$ cat src/rtl/core/lru_page_replacement_macros.svh
// ----------------------------------------------------------------------------
// lru page replacement assertion macros
// concurrent checks on a clock with a synchronous active high reset
// ----------------------------------------------------------------------------
`ifndef LRU_PAGE_REPLACEMENT_MACROS_SVH
`define LRU_PAGE_REPLACEMENT_MACROS_SVH

// consequent holds in the same cycle as the antecedent
`define LRU_ASSERT_NOW(label, clk, rst, ante, cons, msg) \
   label: assert property (@(posedge clk) disable iff (rst) (ante) |-> (cons)) \
      else $error(msg);

// consequent holds in the cycle after the antecedent
`define LRU_ASSERT_NEXT(label, clk, rst, ante, cons, msg) \
   label: assert property (@(posedge clk) disable iff (rst) (ante) |=> (cons)) \
      else $error(msg);

`endif

$ cat src/rtl/core/lru_pkg.sv
// ----------------------------------------------------------------------------
// lru_pkg
// shared types for the lru frame manager: cell chain link, update command
// and sequencer states
// ----------------------------------------------------------------------------
package lru_pkg;

   // widest frame index and rank over the supported frame counts
   localparam int LRU_IDX_W_MAX = 6;

   typedef enum logic [1:0] {
      LRU_IDLE,
      LRU_SCAN,
      LRU_COMMIT
   } lru_state_type;

   // search result rippling from cell to cell
   typedef struct packed {
      logic                     found;
      logic [LRU_IDX_W_MAX-1:0] hit_idx;
      logic [LRU_IDX_W_MAX-1:0] hit_rank;
      logic                     best_valid;
      logic [LRU_IDX_W_MAX-1:0] best_rank;
      logic [LRU_IDX_W_MAX-1:0] best_idx;
   } lru_link_type;

   // update broadcast to every cell
   typedef struct packed {
      logic                     apply;
      logic                     write;
      logic                     age_all;
      logic [LRU_IDX_W_MAX-1:0] frame;
      logic [LRU_IDX_W_MAX-1:0] limit;
   } lru_cmd_type;

endpackage

$ cat src/rtl/core/lru_cell.sv
// ----------------------------------------------------------------------------
// lru_cell
// one frame: page, valid bit and recency rank, plus one registered hop of
// the hit / victim search chain
// ----------------------------------------------------------------------------
module lru_cell #(
   parameter int FRAME_COUNT = 16,
   parameter int PAGE_BITS   = 16,
   parameter int CELL_INDEX  = 0
) (
   input  logic                   clock,
   input  logic                   reset,
   input  logic                   active,
   input  logic [PAGE_BITS-1:0]   lookup_page,
   input  lru_pkg::lru_cmd_type   cmd,
   input  lru_pkg::lru_link_type  up_link,
   input  logic [PAGE_BITS-1:0]   up_page,
   output lru_pkg::lru_link_type  dn_link,
   output logic [PAGE_BITS-1:0]   dn_page
);

   localparam int IDX_W = (FRAME_COUNT > 1) ? $clog2(FRAME_COUNT) : 1;
   localparam int W     = lru_pkg::LRU_IDX_W_MAX;
   localparam logic [IDX_W-1:0] RANK_TOP = IDX_W'(FRAME_COUNT - 1);
   localparam logic [W-1:0]     SELF     = W'(CELL_INDEX);
   localparam bit               IS_FIRST = (CELL_INDEX == 0);

   logic [PAGE_BITS-1:0]  page_ff, page_in;
   logic                  valid_ff, valid_in;
   logic [IDX_W-1:0]      rank_ff, rank_in;
   lru_pkg::lru_link_type link_ff, link_in;
   logic [PAGE_BITS-1:0]  link_page_ff, link_page_in;

   logic [W-1:0] rank_wide;
   logic         hit_take;
   logic         vic_take;

   always_comb begin
      rank_wide = W'(rank_ff);
      hit_take  = !up_link.found && active && valid_ff && (page_ff == lookup_page);
      vic_take  = IS_FIRST || (active && (rank_wide > up_link.best_rank));

      link_in      = up_link;
      link_page_in = up_page;
      if (hit_take) begin
         link_in.found    = 1'b1;
         link_in.hit_idx  = SELF;
         link_in.hit_rank = rank_wide;
      end
      if (vic_take) begin
         link_in.best_valid = valid_ff;
         link_in.best_rank  = rank_wide;
         link_in.best_idx   = SELF;
         link_page_in       = page_ff;
      end

      page_in  = page_ff;
      valid_in = valid_ff;
      rank_in  = rank_ff;
      if (cmd.apply) begin
         if (cmd.frame == SELF) begin
            rank_in = '0;
            if (cmd.write) begin
               page_in  = lookup_page;
               valid_in = 1'b1;
            end
         end else if (active && valid_ff && (cmd.age_all || (rank_wide < cmd.limit))
                      && (rank_ff != RANK_TOP)) begin
            rank_in = rank_ff + IDX_W'(1);
         end
      end
   end

   always_ff @(posedge clock) begin
      if (reset) begin
         valid_ff <= 1'b0;
         rank_ff  <= '0;
         link_ff  <= '0;
      end else begin
         valid_ff <= valid_in;
         rank_ff  <= rank_in;
         link_ff  <= link_in;
      end
   end

   always_ff @(posedge clock) begin
      page_ff      <= page_in;
      link_page_ff <= link_page_in;
   end

   assign dn_link = link_ff;
   assign dn_page = link_page_ff;

endmodule

$ cat src/rtl/core/lru_page_replacement.sv
// ----------------------------------------------------------------------------
// lru_page_replacement
// fully associative lru frame manager built as a chain of frame cells
//
//   channel  | direction | handshake             | payload
//   req      | in        | req_valid / req_stall | req_page_number
//   rsp      | out       | rsp_valid / rsp_stall | hit, frame, eviction, totals
//   csr      | in        | csr_write_en          | csr_write_data (frames in use)
//
// requests are handled one at a time: the search ripples one cell per
// cycle through FRAME_COUNT cells, then a commit updates all frames.
// a new request is taken while the previous response still waits; commit
// waits for the response register to be free.
// synchronous reset empties all frames and clears both totals at once.
// ----------------------------------------------------------------------------
`include "lru_page_replacement_macros.svh"

module lru_page_replacement #(
   parameter int FRAME_COUNT = 16,
   parameter int PAGE_BITS   = 16
) (
   input  logic                 clock,
   input  logic                 reset,
   input  logic                 req_valid,
   output logic                 req_stall,
   input  logic [PAGE_BITS-1:0] req_page_number,
   output logic                 rsp_valid,
   input  logic                 rsp_stall,
   output logic                 rsp_hit,
   output logic [3:0]           rsp_frame_index,
   output logic                 rsp_evicted_valid,
   output logic [PAGE_BITS-1:0] rsp_evicted_page,
   output logic [31:0]          rsp_fault_total,
   output logic [31:0]          rsp_hit_total,
   input  logic                 csr_write_en,
   input  logic [4:0]           csr_write_data
);

   localparam int IDX_W = (FRAME_COUNT > 1) ? $clog2(FRAME_COUNT) : 1;
   localparam int CNT_W = $clog2(FRAME_COUNT + 1);
   localparam int CMP_W = (CNT_W > 5) ? CNT_W : 5;
   localparam int W     = lru_pkg::LRU_IDX_W_MAX;
   localparam logic [IDX_W-1:0] SCAN_LAST = IDX_W'(FRAME_COUNT - 1);
   localparam logic [CMP_W-1:0] FC_CMP    = CMP_W'(FRAME_COUNT);
   localparam logic [31:0]      COUNT_MAX = '1;

   lru_pkg::lru_state_type state_ff, state_in;
   logic [IDX_W-1:0]       scan_cnt_ff, scan_cnt_in;
   logic [PAGE_BITS-1:0]   req_page_ff, req_page_in;
   logic [4:0]             frames_ff, frames_in;
   logic [CNT_W-1:0]       filled_ff, filled_in;
   logic [31:0]            fault_count_ff, fault_count_in;
   logic [31:0]            hit_count_ff, hit_count_in;
   logic                   rsp_valid_ff, rsp_valid_in;
   logic                   rsp_hit_ff, rsp_hit_in;
   logic [3:0]             rsp_frame_ff, rsp_frame_in;
   logic                   rsp_ev_valid_ff, rsp_ev_valid_in;
   logic [PAGE_BITS-1:0]   rsp_ev_page_ff, rsp_ev_page_in;

   logic [CMP_W-1:0]       frames_wide;
   logic [CNT_W-1:0]       n_eff;
   logic [FRAME_COUNT-1:0] active;
   logic                   commit_go;
   logic                   miss_fill;
   logic                   ev_valid;
   lru_pkg::lru_cmd_type   cmd;
   lru_pkg::lru_link_type  tail;
   lru_pkg::lru_link_type  link_chain [FRAME_COUNT+1];
   logic [PAGE_BITS-1:0]   page_chain [FRAME_COUNT+1];

   // clamp frames in use to 1..FRAME_COUNT
   always_comb begin
      frames_wide = CMP_W'(frames_ff);
      if (frames_wide == '0) begin
         n_eff = CNT_W'(1);
      end else if (frames_wide > FC_CMP) begin
         n_eff = CNT_W'(FRAME_COUNT);
      end else begin
         n_eff = CNT_W'(frames_wide);
      end
   end

   assign link_chain[0] = '0;
   assign page_chain[0] = '0;

   for (genvar j = 0; j < FRAME_COUNT; j++) begin : g_cell
      assign active[j] = (CNT_W'(j) < n_eff);

      lru_cell #(
         .FRAME_COUNT (FRAME_COUNT),
         .PAGE_BITS   (PAGE_BITS),
         .CELL_INDEX  (j)
      ) u_cell (
         .clock       (clock),
         .reset       (reset),
         .active      (active[j]),
         .lookup_page (req_page_ff),
         .cmd         (cmd),
         .up_link     (link_chain[j]),
         .up_page     (page_chain[j]),
         .dn_link     (link_chain[j+1]),
         .dn_page     (page_chain[j+1])
      );
   end

   assign tail = link_chain[FRAME_COUNT];

   // sequencer
   always_comb begin
      state_in    = state_ff;
      scan_cnt_in = scan_cnt_ff;
      req_page_in = req_page_ff;
      req_stall   = 1'b1;
      commit_go   = 1'b0;
      case (state_ff)
         lru_pkg::LRU_IDLE: begin
            req_stall = 1'b0;
            if (req_valid) begin
               req_page_in = req_page_number;
               scan_cnt_in = '0;
               state_in    = lru_pkg::LRU_SCAN;
            end
         end
         lru_pkg::LRU_SCAN: begin
            scan_cnt_in = scan_cnt_ff + IDX_W'(1);
            if (scan_cnt_ff == SCAN_LAST) begin
               state_in = lru_pkg::LRU_COMMIT;
            end
         end
         lru_pkg::LRU_COMMIT: begin
            if (!rsp_valid_ff || !rsp_stall) begin
               commit_go = 1'b1;
               state_in  = lru_pkg::LRU_IDLE;
            end
         end
         default: begin
            state_in = lru_pkg::LRU_IDLE;
         end
      endcase
   end

   // commit decision
   always_comb begin
      miss_fill = !tail.found && (filled_ff < n_eff);
      ev_valid  = !tail.found && !miss_fill && tail.best_valid;

      cmd.apply   = commit_go;
      cmd.write   = !tail.found;
      cmd.age_all = !tail.found;
      cmd.limit   = tail.hit_rank;
      if (tail.found) begin
         cmd.frame = tail.hit_idx;
      end else if (miss_fill) begin
         cmd.frame = W'(filled_ff);
      end else begin
         cmd.frame = tail.best_idx;
      end

      filled_in       = filled_ff;
      fault_count_in  = fault_count_ff;
      hit_count_in    = hit_count_ff;
      rsp_hit_in      = rsp_hit_ff;
      rsp_frame_in    = rsp_frame_ff;
      rsp_ev_valid_in = rsp_ev_valid_ff;
      rsp_ev_page_in  = rsp_ev_page_ff;
      rsp_valid_in    = rsp_valid_ff && rsp_stall;
      if (commit_go) begin
         rsp_valid_in    = 1'b1;
         rsp_hit_in      = tail.found;
         rsp_frame_in    = cmd.frame[3:0];
         rsp_ev_valid_in = ev_valid;
         rsp_ev_page_in  = ev_valid ? page_chain[FRAME_COUNT] : '0;
         if (tail.found) begin
            if (hit_count_ff != COUNT_MAX) begin
               hit_count_in = hit_count_ff + 32'd1;
            end
         end else if (fault_count_ff != COUNT_MAX) begin
            fault_count_in = fault_count_ff + 32'd1;
         end
         if (miss_fill) begin
            filled_in = filled_ff + CNT_W'(1);
         end
      end

      frames_in = csr_write_en ? csr_write_data : frames_ff;
   end

   always_ff @(posedge clock) begin
      if (reset) begin
         state_ff       <= lru_pkg::LRU_IDLE;
         scan_cnt_ff    <= '0;
         frames_ff      <= 5'd4;
         filled_ff      <= '0;
         fault_count_ff <= '0;
         hit_count_ff   <= '0;
         rsp_valid_ff   <= 1'b0;
      end else begin
         state_ff       <= state_in;
         scan_cnt_ff    <= scan_cnt_in;
         frames_ff      <= frames_in;
         filled_ff      <= filled_in;
         fault_count_ff <= fault_count_in;
         hit_count_ff   <= hit_count_in;
         rsp_valid_ff   <= rsp_valid_in;
      end
   end

   always_ff @(posedge clock) begin
      req_page_ff     <= req_page_in;
      rsp_hit_ff      <= rsp_hit_in;
      rsp_frame_ff    <= rsp_frame_in;
      rsp_ev_valid_ff <= rsp_ev_valid_in;
      rsp_ev_page_ff  <= rsp_ev_page_in;
   end

   assign rsp_valid         = rsp_valid_ff;
   assign rsp_hit           = rsp_hit_ff;
   assign rsp_frame_index   = rsp_frame_ff;
   assign rsp_evicted_valid = rsp_ev_valid_ff;
   assign rsp_evicted_page  = rsp_ev_page_ff;
   assign rsp_fault_total   = fault_count_ff;
   assign rsp_hit_total     = hit_count_ff;

   `LRU_ASSERT_NOW(a_filled_bound, clock, reset, 1'b1, filled_ff <= CNT_W'(FRAME_COUNT), "filled count beyond frame count")
   `LRU_ASSERT_NEXT(a_commit_rsp, clock, reset, commit_go, rsp_valid_ff, "commit without response")
   `LRU_ASSERT_NOW(a_evict_miss, clock, reset, rsp_valid_ff && rsp_evicted_valid, !rsp_hit, "eviction on a hit")
   `LRU_ASSERT_NEXT(a_totals_hold, clock, reset, !commit_go, $stable(hit_count_ff) && $stable(fault_count_ff), "totals moved outside commit")

endmodule
$ cat config.mk
export PLATFORM = sky130hd
export DESIGN_NAME = lru_page_replacement
export DESIGN_NICKNAME = d
export VERILOG_FILES = /design/src/rtl/core/lru_pkg.sv /design/src/rtl/core/lru_cell.sv /design/src/rtl/core/lru_page_replacement.sv
export VERILOG_INCLUDE_DIRS = /design/src /design/src/rtl/core
export SDC_FILE = /design/constraint.sdc
export NUM_CORES = 2
export LEC_CHECK = 0
export BUFFER_PORTS_ARGS = -buffer_cell sky130_fd_sc_hd__buf_4
export CORE_MARGIN = 4
export CORE_UTILIZATION = 50
export DETAILED_ROUTE_END_ITERATION = 8
export PLACE_DENSITY = 0.66
export SLEW_MARGIN = 20
export SYNTH_ARGS = -nofsm -noshare
export SYNTH_HDL_FRONTEND = slang
export SYNTH_SLANG_ARGS = --single-unit
$ cat constraint.sdc
create_clock -name clock -period 7.76 [get_ports clock]
set_input_delay 0.388 -clock clock [delete_from_list [all_inputs] [get_ports clock]]
set_output_delay 0.388 -clock clock [all_outputs]
set_load 0.01 [all_outputs]
==> reports/qor.csv <==
stage,metric,value,unit
run_status,status,"complete, no violations",
synth,synth.yosys.warnings,0,
min_path,min_from,csr_write_en,
timing,hold_violations,0,
min_path,hp-class,input port to flop,
synth,syn_area,39180,sq um
global_routing,antenna_found_initial,3,
synth,ys_seq_area_share,56.82,%
detailed_routing,ant_nets,0,
floorplanning,rows,102,
global_routing,grt_busiest_layer,met2,
worst_setup_path,arrival,4.75,ns
global_routing,globalRouteMet3Util,3.159,%
worst_setup_path,start_kind,flop,
synth,syn_inst,3309,
placement,place_ws,3.182,ns
synth,synth-edff-count,294,
placement,gp_congestion,0.8886,
worst_setup_path,crit_fanout,20,
cells_and_area,drive_above_1_share,17.66,%
detailed_routing,routedWlPerCell,21.36,um
synth,syn_nets,3467,
floorplanning,initial_core_util,50.49,%
clock_network,path_clk_slew,0.06,ns
detailed_routing,drt-initial-drc-count,1652,
worst_setup_path,r2r_start,frames_ff[4],
synth,yosys.area.top_type,dfxtp_1,
floorplanning,die_w,287.9,um
cells_and_area,most-common-layout-cells,"dfxtp_1, nor2_1, edfxtp_1, mux2_2, xnor2_1",
cells_and_area,syn_to_final_growth,14.12,%
clock_network,cts.sinks,965,
flow_run,drv_cap,0,
detailed_routing,drt_wl_total,97470,um
power,vdd.ir_drop.worst,199.3,uV
synth,netlist_top_cells_area,"dfxtp_1, edfxtp_1, mux2_2, xnor2_1, mux2i_1",
global_routing,grt_util_met2,38.25,%
synth,synthFlopType,dfxtp_1,
floorplanning,die_h,287.9,um
floorplanning,die_area,82900,sq um
global_routing,grt_pass1_wl,150300,um
timing,max_freq,0.2248,GHz
timing,setup_viol,0,
cells_and_area,final_common_cell,dfxtp_1,
timing,slew_viol_final,0,
floorplanning,core-area,77590,sq um
synth,synth.top_cell.area_share,34.29,%
timing,relSlewSlack,25.00,%
worst_setup_path,crit_type,flop to flop,
global_routing,grt_max_degree,122,
detailed_routing,num_vias,25510,
clock_network,h-tree-depth,3,
synth,ys_ff_latch,965,
global_routing,grt_overflow_total,0,
floorplanning,io_pins,114,
synth,synth.avg_cell_area,11.84,sq um
clock_network,clockBufferDepth,3,
clock_network,cts_buffers,96,
timing,min_period_over_period,57.34,%
timing,worst_slack,3.311,ns
worst_setup_path,required,8.06,ns
detailed_routing,routed_via_density,5.589,
clock_network,worstSkewPairLatency,0.67,ns
synth,async_reset_ff_share,0,%
placement,port_buffers,113,
global_routing,met1_usage,32.21,%
timing,fin_tns_setup,0,ns
global_routing,track_usage,23.27,%
worst_setup_path,startpoint,frames_ff[4],
power,p_per_area,227.8,nW/um^2
timing,rsz0062_at_grt,false,
timing,worst_pin_slew,1.116,ns
timing,fin_crit,4.449,ns
global_routing,first_global_vias,25913,
power,p_leak,16.39,nW
timing,fin_worst_skew,0.03380,ns
clock_network,tritoncts,yes,
detailed_routing,firstDrtPassIters,5,
worst_setup_path,worst_setup_path_end_kind,flop,
detailed_routing,drc,0,
cells_and_area,nets,3598,
clock_network,root_buffer,clkbuf_16,
synth,synth_cell_types,79,
placement,dp_hpwl,66350,um
-- area by class of cell --
cell class | count | area (sq um)
clock buffer | 145 | 2819
inverter | 119 | 446.7
tap | 1040 | 1301
timing repair buffer | 193 | 1515
clock inverter | 35 | 441.7
fill | 6371 | 32890
antenna | 2 | 5.005
multi-input combinational | 2065 | 15920
sequential | 965 | 22260
-- worst paths after layout --
kind / to / cells past startpoint / slack (ns)
setup / recovery: g_cell[1].u_cell.page_ff[10] / 9 / 3.31
hold / removal: frames_ff[2] / 3 / 0.06
setup reg to reg: g_cell[1].u_cell.page_ff[10] / 9 / 3.31
hold reg to reg: g_cell[0].u_cell.dn_page[10] / 0 / 0.39
-- cells by family after synthesis --
group / after synthesis / synth area share (%)
DFF: 965 / 56.82
and+or+nand+nor: 908 / 12.23
muxes: 435 / 11.91
xor gates and xnor gates: 327 / 7.310
buffers and inverters: 279 / 2.798
AOI/OAI and AO/OA: 263 / 4.714
adders and majority gates: 132 / 4.216
-- sequential cells by signal (all words and copies together) (netlist names) --
signal	cells
filled_ff	5
rsp_hit	1
g_cell.u_cell.dn_page	256
g_cell.u_cell.rank_ff	64
rsp_fault_total	32
req_page_ff	16
rsp_evicted_valid	1
rsp_hit_total	32
rsp_evicted_page	16
g_cell.u_cell.link_page_in	16
rsp_valid	1
state_ff	2
g_cell.u_cell.dn_link	254
g_cell.u_cell.page_ff	240
frames_ff	5
rsp_frame_index	4
g_cell.u_cell.valid_ff	16
scan_cnt_ff	4
-- Yosys cell counts (all sizes together), types with 63 or more instances --
cell type,n
mux2i,188
dfxtp,671
nor3,67
nor4,72
mux2,247
xor2,99
edfxtp,294
nand4,98
nor2,356
clkbuf,122
xnor2,228
nand2,63
inv,119
ha,132
-- what timing repair did --
item                                   4_1_cts  5_1_grt
gates resized for setup                      0        0
hold buffers                                21        0
endpoints found under the hold margin       21        0
buffers inserted                             0        0
-- report_power, final --
| group | total (W) | internal (W) | switching [W] | leakage, nW |
|---|---|---|---|---|
| Combinational | 0.000258 | 0.0000813 | 0.000177 | 6.60 |
| Sequential | 0.00521 | 0.00520 | 0.0000122 | 8.20 |
| Clock | 0.00472 | 0.00276 | 0.00196 | 1.59 |
-- per-stage QoR --
stage,total power [W],utilization (%),cells,area [sq um],hold slack [ns]
2_1_floorplan,0.005478,-,3309,39180,0.3687
3_3_place_gp,0.005563,53.11,4360,41210,0.3728
3_5_place_dp,0.005568,53.12,4360,41220,0.3761
4_1_cts,0.01027,57.59,4561,44690,0.01651
5_1_grt,0.01050,57.61,4562,44700,0.05994
6_report,0.01018,57.62,4564,44710,0.05988
-- critical path: stages (launching register included) --
cell and delay (ns):
dfxtp_1 0.87, inv_1 0.34, ha_1 0.43, a41o_1 0.27, a21oi_1 0.39, and3_1 0.25
or2_1 0.33, inv_2 0.16, or3_1 0.50, inv_1 0.52
-- layer usage --
| metal | up-vias | wire, um |
|---|---|---|
| met5 | - | 30 |
| met4 | 4 | 2693 |
| met3 | 183 | 5196 |
| met2 | 744 | 45370 |
| met1 | 12621 | 44180 |
| li1 | 11958 | - |
(Power assumes the default switching activity.)
